<file path="src/rv32_pkg.sv">
// Shared types and constants for the RV32I executor.
// No dependencies.
`timescale 1ns / 1ps
`default_nettype none
package rv32_pkg;

  localparam int unsigned MemBytes  = 65536;
  localparam int unsigned DataWidth = 32;

  typedef enum logic [1:0] {
    CMD_WRITE = 2'd0,
    CMD_EXEC  = 2'd1,
    CMD_READ  = 2'd2,
    CMD_RESET = 2'd3
  } cmd_e;

  typedef enum logic [2:0] {
    CAUSE_NONE     = 3'd0,
    CAUSE_PC_MIS   = 3'd1,
    CAUSE_ILLEGAL  = 3'd2,
    CAUSE_ILL_CSR  = 3'd3,
    CAUSE_EBREAK   = 3'd4,
    CAUSE_ECALL    = 3'd5
  } cause_e;

  localparam logic [6:0] OP_LUI    = 7'h37;
  localparam logic [6:0] OP_AUIPC  = 7'h17;
  localparam logic [6:0] OP_JAL    = 7'h6f;
  localparam logic [6:0] OP_JALR   = 7'h67;
  localparam logic [6:0] OP_BRANCH = 7'h63;
  localparam logic [6:0] OP_LOAD   = 7'h03;
  localparam logic [6:0] OP_STORE  = 7'h23;
  localparam logic [6:0] OP_IMM    = 7'h13;
  localparam logic [6:0] OP_REG    = 7'h33;
  localparam logic [6:0] OP_SYSTEM = 7'h73;
  localparam logic [31:0] InsnEcall  = 32'h0000_0073;
  localparam logic [31:0] InsnEbreak = 32'h0010_0073;

  typedef struct packed {
    logic [1:0]  opcode;
    logic [15:0] mem_address;
    logic [31:0] write_word;
  } in_item_t;

  typedef struct packed {
    logic [31:0] program_counter;
    logic        halted;
    logic [2:0]  halt_cause;
    logic [31:0] read_word;
    logic [31:0] retired_count;
    logic        dest_valid;
    logic [4:0]  dest_index;
    logic [31:0] dest_value;
  } out_item_t;

  // Controller -> datapath commands
  typedef struct packed {
    logic       load_cmd;    // capture input item
    logic       hart_reset;  // clear pc, regs, count, halt
    logic       mem_rd;      // read byte at address selected by addr_data
    logic [1:0] byte_idx;    // byte lane within word
    logic       addr_data;   // 0: cmd/pc address, 1: data address
    logic       capture;     // store read byte into word buffer
    logic       mem_wr;      // write one byte
    logic       wr_cmd;      // write source is command word
    logic       decode;      // latch insn, read register file
    logic       execute;     // compute result, count retire
    logic       commit;      // update pc/regs/halt
    logic       check_pc;    // misaligned pc halt
    logic       emit;        // latch read word for the result
  } ctl_t;

  // Datapath -> controller status
  typedef struct packed {
    cmd_e       cmd;
    logic       halted;
    logic       pc_mis;
    logic       is_load;
    logic       is_store;
    logic       halts;     // decoded insn halts
    logic [2:0] nbytes_m1; // data access size minus one
  } sts_t;

endpackage
`default_nettype wire

</file>
<file path="src/rv32_ctrl.sv">
// Controller state machine of the RV32I executor; sequences byte accesses.
// Depends on rv32_pkg.
`timescale 1ns / 1ps
`default_nettype none
module rv32_ctrl (
  input  wire logic           clk_i,
  input  wire logic           rst_ni,
  input  wire logic           start_i,
  output logic                busy_o,
  output logic                done_o,
  input  wire rv32_pkg::sts_t sts_i,
  output rv32_pkg::ctl_t      ctl_o
);
  import rv32_pkg::*;

  typedef enum logic [9:0] {
    S_IDLE   = 10'b0000000001,
    S_DISP   = 10'b0000000010,
    S_FETCH  = 10'b0000000100,
    S_DEC    = 10'b0000001000,
    S_EXE    = 10'b0000010000,
    S_DATA   = 10'b0000100000,
    S_COMMIT = 10'b0001000000,
    S_WRMEM  = 10'b0010000000,
    S_RDMEM  = 10'b0100000000,
    S_EMIT   = 10'b1000000000
  } state_e;

  state_e     state_q, state_d;
  logic [1:0] idx_q, idx_d;
  logic       rdp_q, rdp_d; // read issued last cycle, capture pending

  always_comb begin
    state_d = state_q;
    idx_d   = idx_q;
    rdp_d   = 1'b0;
    ctl_o   = '0;
    ctl_o.byte_idx = idx_q;
    ctl_o.wr_cmd = 1'b1;
    unique case (state_q)
      S_IDLE: begin
        if (start_i) begin
          ctl_o.load_cmd = 1'b1;
          state_d = S_DISP;
        end
      end
      S_DISP: begin
        idx_d = 2'd0;
        unique case (sts_i.cmd)
          CMD_WRITE: state_d = S_WRMEM;
          CMD_READ:  state_d = S_RDMEM;
          CMD_RESET: begin ctl_o.hart_reset = 1'b1; state_d = S_EMIT; end
          default: begin
            if (sts_i.halted) state_d = S_EMIT;
            else if (sts_i.pc_mis) begin ctl_o.check_pc = 1'b1; state_d = S_EMIT; end
            else state_d = S_FETCH;
          end
        endcase
      end
      S_WRMEM: begin
        ctl_o.mem_wr = 1'b1;
        idx_d = idx_q + 2'd1;
        if (idx_q == 2'd3) state_d = S_EMIT;
      end
      S_RDMEM, S_FETCH: begin
        // one byte read per cycle, captured the cycle after
        if (rdp_q) ctl_o.capture = 1'b1;
        if (rdp_q && idx_q == 2'd0) begin
          state_d = (state_q == S_FETCH) ? S_DEC : S_EMIT;
        end else begin
          ctl_o.mem_rd = 1'b1;
          rdp_d = 1'b1;
          idx_d = idx_q + 2'd1;
        end
      end
      S_DEC: begin
        ctl_o.decode = 1'b1;
        state_d = S_EXE;
      end
      S_EXE: begin
        ctl_o.execute = 1'b1;
        idx_d = 2'd0;
        state_d = (!sts_i.halts && (sts_i.is_load || sts_i.is_store)) ? S_DATA : S_COMMIT;
      end
      S_DATA: begin
        ctl_o.addr_data = 1'b1;
        ctl_o.wr_cmd = 1'b0;
        if (sts_i.is_store) begin
          ctl_o.mem_wr = 1'b1;
          idx_d = idx_q + 2'd1;
          if ({1'b0, idx_q} == sts_i.nbytes_m1) state_d = S_COMMIT;
        end else begin
          if (rdp_q) ctl_o.capture = 1'b1;
          if (rdp_q && ({1'b0, idx_q - 2'd1} == sts_i.nbytes_m1)) begin
            state_d = S_COMMIT;
          end else begin
            ctl_o.mem_rd = 1'b1;
            rdp_d = 1'b1;
            idx_d = idx_q + 2'd1;
          end
        end
      end
      S_COMMIT: begin
        ctl_o.commit = 1'b1;
        state_d = S_EMIT;
      end
      S_EMIT: begin
        ctl_o.emit = 1'b1;
        state_d = S_IDLE;
      end
      default: state_d = S_IDLE;
    endcase
  end

  always_ff @(posedge clk_i or negedge rst_ni) begin
    if (!rst_ni) begin
      state_q <= S_IDLE;
      idx_q   <= '0;
      rdp_q   <= 1'b0;
      done_o  <= 1'b0;
    end else begin
      state_q <= state_d;
      idx_q   <= idx_d;
      rdp_q   <= rdp_d;
      done_o  <= (state_q == S_EMIT);
    end
  end

  assign busy_o = (state_q != S_IDLE);
endmodule
`default_nettype wire

</file>
<file path="config.mk">
export PLATFORM = sky130hd
export DESIGN_NAME = rv32_ctrl
export DESIGN_NICKNAME = d
export VERILOG_FILES = /design/src/rv32_pkg.sv /design/src/rv32_ctrl.sv
export SDC_FILE = /design/constraint.sdc
export NUM_CORES = 1
export LEC_CHECK = 0
export ABC_AREA = 1
export BUFFER_PORTS_ARGS = -buffer_cell sky130_fd_sc_hd__buf_2
export CAP_MARGIN = 15
export CORE_MARGIN = 4
export CORE_UTILIZATION = 55
export CTS_BUF_LIST = sky130_fd_sc_hd__clkbuf_16
export DETAILED_ROUTE_END_ITERATION = 16
export PLACE_DENSITY = 0.82
export RECOVER_POWER = 100
export SLEW_MARGIN = 20
export SYNTH_ARGS = -nofsm -noshare
export SYNTH_HDL_FRONTEND = slang
export SYNTH_SLANG_ARGS = --single-unit
</file>
<file path="constraint.sdc">
create_clock -name clk_i -period 4.95 [get_ports clk_i]
set_clock_uncertainty 0.1 [all_clocks]
set_input_delay 0 -clock clk_i [delete_from_list [all_inputs] [get_ports clk_i]]
set_output_delay 0 -clock clk_i [all_outputs]
set_load 0.03 [all_outputs]
</file>
==> impl_metrics.ini, run 1 <==
[power]
peakVddDrop_uv = 293.6
power.total_uw = 612.4
power_leakage_nw = 0.7735
p_per_area_nw_per_um2 = 442.5

[global_route]
antenna_found_initial = 0
grt_start_max_net_pins = 15
grt_pass1_wl_mm = 4.933
grt_usage_pct = 23.67
grt_pass1_vias = 1177
globalRouteOverflowTotal = 0

[detailed_routing]
drtIter0Drc = 42
vias = 1210
wl_per_cell_microns = 12.28
ant_nets = 0
via_per_inst = 5.105
first_pass_iters = 4
drc = 0
drt-total-wl_mm = 2.910

[placed_design]
port_buffers = 28
routabilityCongestion = 0.9259
dp_slack_ns = 3.180
dp_hpwl_mm = 2.215

[yosys]
synth_top_area_share_pct = 28.82
synth_most_common_cell = nand2_1
synthArstFlopShare_pct = 100.0
synth_area_sq_um = 1129
synthTopCellsByArea = dfrtp_1 (29%), nand2_1 (13%), inv_1 (9.3%)
yosys.area.top_type = dfrtp_1
seq_area_frac_synth_pct = 31.15
synth_edf_count = 0
yosys_warnings = 0
avgSynthCellArea_sq_um = 6.562
synth_fp_nets = 187
synthCells = 172
ys_types = 25
synth_common_cells = nand2_1 (38), inv_1 (28), nor2_1 (28)
synth_flop_cell = dfrtp_1
yosys_register_bits = 14

[setup_path]
r2r-end = state_q[7]
critPathArrivalTime_ns = 2.37
critPathRequiredTime_ns = 5.03
r2r_start = state_q[9]
critPathMaxFanout = 8
rr_worst_depth = 6
crit_type = reg -> reg
reg2reg_slack_ns = 2.66
cp-end-kind = register
critPathLaunchType = register

[die]
die_w_microns = 53.30
die_h_microns = 53.30
die_area_sq_um = 2841
start_util_pct = 57.53
rows = 16
core_area_sq_um = 1962
ios = 29

[cts]
cts_sinks = 14
cts_tree = built
cts_setup_buffers = 0
root_buffer = clkbuf_16
ctsLongestPathBuffers = 2
clkTransAtPathRegs_ns = 0.05
h-tree-depth = 1
cts_made_buffers = 3
clkLatencyLatePin_ns = 0.24

[sta]
min_period_ns = 2.288
slew_headroom_pct = 46.90
fin_tns_setup_ns = 0
hold-worst-slack_ns = -0.003144
max_freq_mhz = 437.0
rsz0062_at_grt = false
timing_hold_violations_final = 1
maxSlewViolCount = 0
timing.final.ws_setup_ns = 2.662
timing.final.crit_share_pct = 46.23
finalSetupViolations = 0
tightest_slew_ns = 0.7964

[status]
violations = hold timing
status = complete, but fails checks

[min_path]
min_path_cells = 4
min-delay-path-class = in -> reg
min_to = state_q[2]
holdCritStartpoint = sts_i[6]

[finish]
diodes = 0
area_growth_pct = 22.62
utilization_pct = 70.54
drive_above_1_share_pct = 17.14
final_net_count = 226

[job]
maxCapViolations = 0
[layer usage]
| metal | global-route usage, % | part of all wire, % |
|---|---|---|
| met5 | 0 | 0 |
| met2 | 40.61 | 47 |
| met3 | 3.944 | 9.5 |
| met1 | 30.38 | 42 |
| met4 | 5.957 | 1.1 |
[kinds of logic after synthesis]
family                   share of synthesized area, %
AO/OA/AOI/OAI                                   4.213
adder cells (fa/ha/maj)                         2.217
flip-flops                                      31.15
AND/OR/NAND/NOR                                 51.44
buffers and inverters                           10.98
[state kept, by name, indices dropped and copies added (netlist names)]
name,cells
state_q,10
idx_q,2
done_o,1
rdp_q,1
[how the worst max path moves through the flow]
stage,start,endpoint,depth (start not counted)
floorplan,idx_q[0],state_q[0],10
global placement,idx_q[0],state_q[0],10
detailed placement,idx_q[0],state_q[6],9
CTS,state_q[9],state_q[7],6
global route,state_q[9],state_q[7],6
finish,state_q[9],state_q[7],6
[cell type report]
type / count / area [sq um]
multi-input combinational: 126 / 609.3
tap: 27 / 33.78
fill: 200 / 578.1
inverter: 31 / 116.4
clock buffer: 3 / 75.07
sequential: 14 / 351.6
timing repair buffer: 35 / 193.9
clock inverter: 1 / 3.754
[layout by cell type, fill, tap and decap left out]
master,netlist,layout
nand2_1,38,44
nor2_1,28,32
inv_1,28,30
buf_2,0,15
dfrtp_1,13,13
clkbuf_1,0,13
nand3_1,12,12
nor3_1,6,7
dlygate4sd3_1,0,7
nor2_2,8,6
nand2_2,9,3
nand3_2,3,3
nand4_1,3,3
o21ai_0,1,3
clkbuf_16,0,3
nand2_4,2,2
a21oi_1,2,2
nand3b_1,2,2
ha_1,2,2
nor2_4,3,1
inv_2,3,1
a31oi_1,1,1
or2_2,1,1
o31ai_1,1,1
o21ai_1,2,1
clkinv_1,0,1
dfstp_2,1,1
[worst max-delay path, stage by stage (launching register included)]
cell	delay [ns]
dfrtp_1	0.39
nor2_1	0.44
nand2_1	0.10
nor2_1	0.19
nand2_1	0.19
o31ai_1	0.23
dlygate4sd3_1	0.58
[metrics by stage]
stage	instances	instance area (sq um)	hold WS [ns]
after CTS	237	1444	0.0001668
final	237	1384	-0.003144
after detailed placement	226	1295	-0.1815
after global routing	237	1384	0.04690
after floorplan	172	1129	-0.3956
after global placement	226	1295	-0.1898
[report_power, final]
part           internal (mW)  switching (mW)  total, mW  leakage (nW)
sequential             0.138          0.0189      0.157         0.188
combinational         0.0882           0.211      0.299         0.547
clock                  0.107          0.0495      0.157        0.0385
total                  0.333           0.279      0.612         0.773
[repair_timing]
action,4_1_cts,5_1_grt
endpoints found under the hold margin,19,0
resized for setup,0,0
hold buffers,7,0
Power figures use the tool's default switching activity.
==> run 2: changes to the inputs <==
Settings changed: CORE_UTILIZATION 55 to 47, PLACE_DENSITY 0.82 to 0.75.
Clock period 4.95 ns to 2 ns, I/O delays scaled along.
==> run 2 against run 1 <==
Compared with the run above:
- the flow now finishes without violations
- hold slack improved by 0.049 ns
- flip-flop and latch count did not move
- non-clock buffer count did not move
- utilization fell by 7.2 points
- critical endpoint is now ctl_o[12]
- die area rose by 14%
- register-to-register slack got worse by 2.4 ns
==> impl_metrics.ini, run 2 (synthesis results as in run 1) <==
[setup_path]
critPathLaunchType = register
crit_type = reg -> out
critPathMaxFanout = 8
critPathArrivalTime_ns = 1.72
cp-end-kind = output port
critPathRequiredTime_ns = 1.90

[sta]
tightest_slew_ns = 0.7962
fin_tns_setup_ns = 0
timing_hold_violations_final = 0
slew_headroom_pct = 46.92
rsz0062_at_grt = false
timing.final.ws_setup_ns = 0.1793
maxSlewViolCount = 0
timing.final.crit_share_pct = 91.04
finalSetupViolations = 0
max_freq_mhz = 549.2
min_period_ns = 1.821

[power]
power_frac_comb_pct = 49.9
p_per_area_nw_per_um2 = 1092
power_leakage_nw = 0.7946
peakVddDrop_uv = 783.3
p_int_uw = 843.3
pwr-share-clk_pct = 24.6
p_seq_share_pct = 25.5
p_sw_uw = 717.5
p_sw_share_pct = 45.97

[finish]
final_net_count = 226
utilization_pct = 63.37
final_area_sq_um = 1429
most-common-layout-cells = nand2_1 (40), nor2_1 (29), inv_1 (28), buf_2 (14), dfrtp_1 (13)
area_growth_pct = 26.61
reg_top3 = state_q: 10 flops, idx_q: 2 flops
final_common_cell = nand2_1
diodes = 0
top_register = state_q
fin_cells = 238
largest_reg_flops = 10
drive_above_1_share_pct = 25.24

[global_route]
grt_pass1_vias = 1141
antenna_found_initial = 0
grt_usage_pct = 19.79
grt_start_max_net_pins = 15
grt_pass1_wl_mm = 5.057
globalRouteOverflowTotal = 0

[placed_design]
port_buffers = 28
place_area_sq_um = 1296
dp_slack_ns = 0.2514
dp_hpwl_mm = 2.262
routabilityCongestion = 0.9284
dp_cells = 227

[die]
start_util_pct = 50.06
die_w_microns = 57
die_area_sq_um = 3249
ios = 29
die_h_microns = 57
rows = 17
core_area_sq_um = 2255

[cts]
ctsLongestPathBuffers = 2
h-tree-depth = 1
cts_made_buffers = 3
root_buffer = clkbuf_16
clkTransAtPathRegs_ns = 0.05
clkLatencyLatePin_ns = 0.25
cts_tree = built
cts_sinks = 14

[detailed_routing]
drt-total-wl_mm = 2.936
wl_per_cell_microns = 12.34
first_pass_iters = 4
via_per_inst = 5.013
drtIter0Drc = 44
met2_length_mm = 1.399
vias = 1193
drc = 0
maxUsedRoutingLayer = met4
routed-wl-met3_microns = 214
ant_nets = 0
m1WireLength_mm = 1.269

[job]
maxCapViolations = 0

[min_path]
min-delay-path-class = in -> reg

[status]
status = finished, final reports clean
run 2: changes by cell type in the layout (fill, tap and decap cells not counted), moves of 2 or more:
| cell | previous run | this run |
|---|---|---|
| inv_2 | 1 | 3 |
| nand2_1 | 44 | 40 |
| clkbuf_2 | 0 | 7 |
| nor2_4 | 1 | 3 |
| clkbuf_1 | 13 | 7 |
| nand2_2 | 3 | 7 |
| inv_1 | 30 | 28 |
| nor2_1 | 32 | 29 |
run 2: layout make-up:
class | instances | area (sq um)
sequential | 14 | 351.6
fill | 225 | 825.8
timing repair buffer | 35 | 201.4
inverter | 31 | 116.4
tap | 28 | 35.03
clock buffer | 3 | 75.07
multi-input combinational | 126 | 645.6
clock inverter | 1 | 3.754
run 2: final timing paths:
| path | slack, ns | startpoint | cells past startpoint | endpoint |
|---|---|---|---|---|
| max | 0.18 | state_q[9] | 6 | ctl_o[12] |
| min | 0.05 | sts_i[5] | 5 | state_q[5] |
| max reg2reg | 0.24 | idx_q[0] | 10 | state_q[2] |
| min reg2reg | 0.43 | idx_q[1] | 2 | idx_q[1] |
| max in group asynchronous | 1.05 | rst_ni | 2 | state_q[4] |
| min in group asynchronous | 0.25 | rst_ni | 2 | state_q[6] |
run 2: what timing repair did:
action / in CTS / in global routing
hold endpoints to repair: 19 / 0
hold buffers: 7 / 0
resized for setup: 0 / 0
buffers inserted: 0 / 0
run 2: stage by stage:
stage               hold WS (ns)  power, mW
floorplan                -0.3956     0.9939
global placement         -0.1838      1.171
detailed placement       -0.1802      1.184
CTS                      0.04426      1.583
global route             0.09521      1.675
finish                   0.04616      1.561
run 2: worst max-delay path, stage by stage, from the launching register on:
cell and delay [ns]:
dfrtp_1 0.42, nor2_4 0.24, nand2_1 0.10, nor2_2 0.17, nand2_2 0.14, nor3_1 0.17, clkbuf_2 0.24
run 2: power groups by stage:
stage          registers, mW  clock network, mW  logic, mW
2_1_floorplan          0.426                  0      0.568
3_3_place_gp           0.394                  0      0.776
3_5_place_dp           0.396                  0      0.788
4_1_cts                0.395              0.385      0.804
5_1_grt                0.403              0.403      0.869
6_report               0.397              0.385      0.779
run 2: per-layer routing:
| metal | vias up | GRT usage, % |
|---|---|---|
| li1 | 609 | - |
| met1 | 543 | 25.00 |
| met2 | 35 | 32.95 |
| met3 | 6 | 5.656 |
| met4 | 0 | 5.629 |
| met5 | - | 0 |
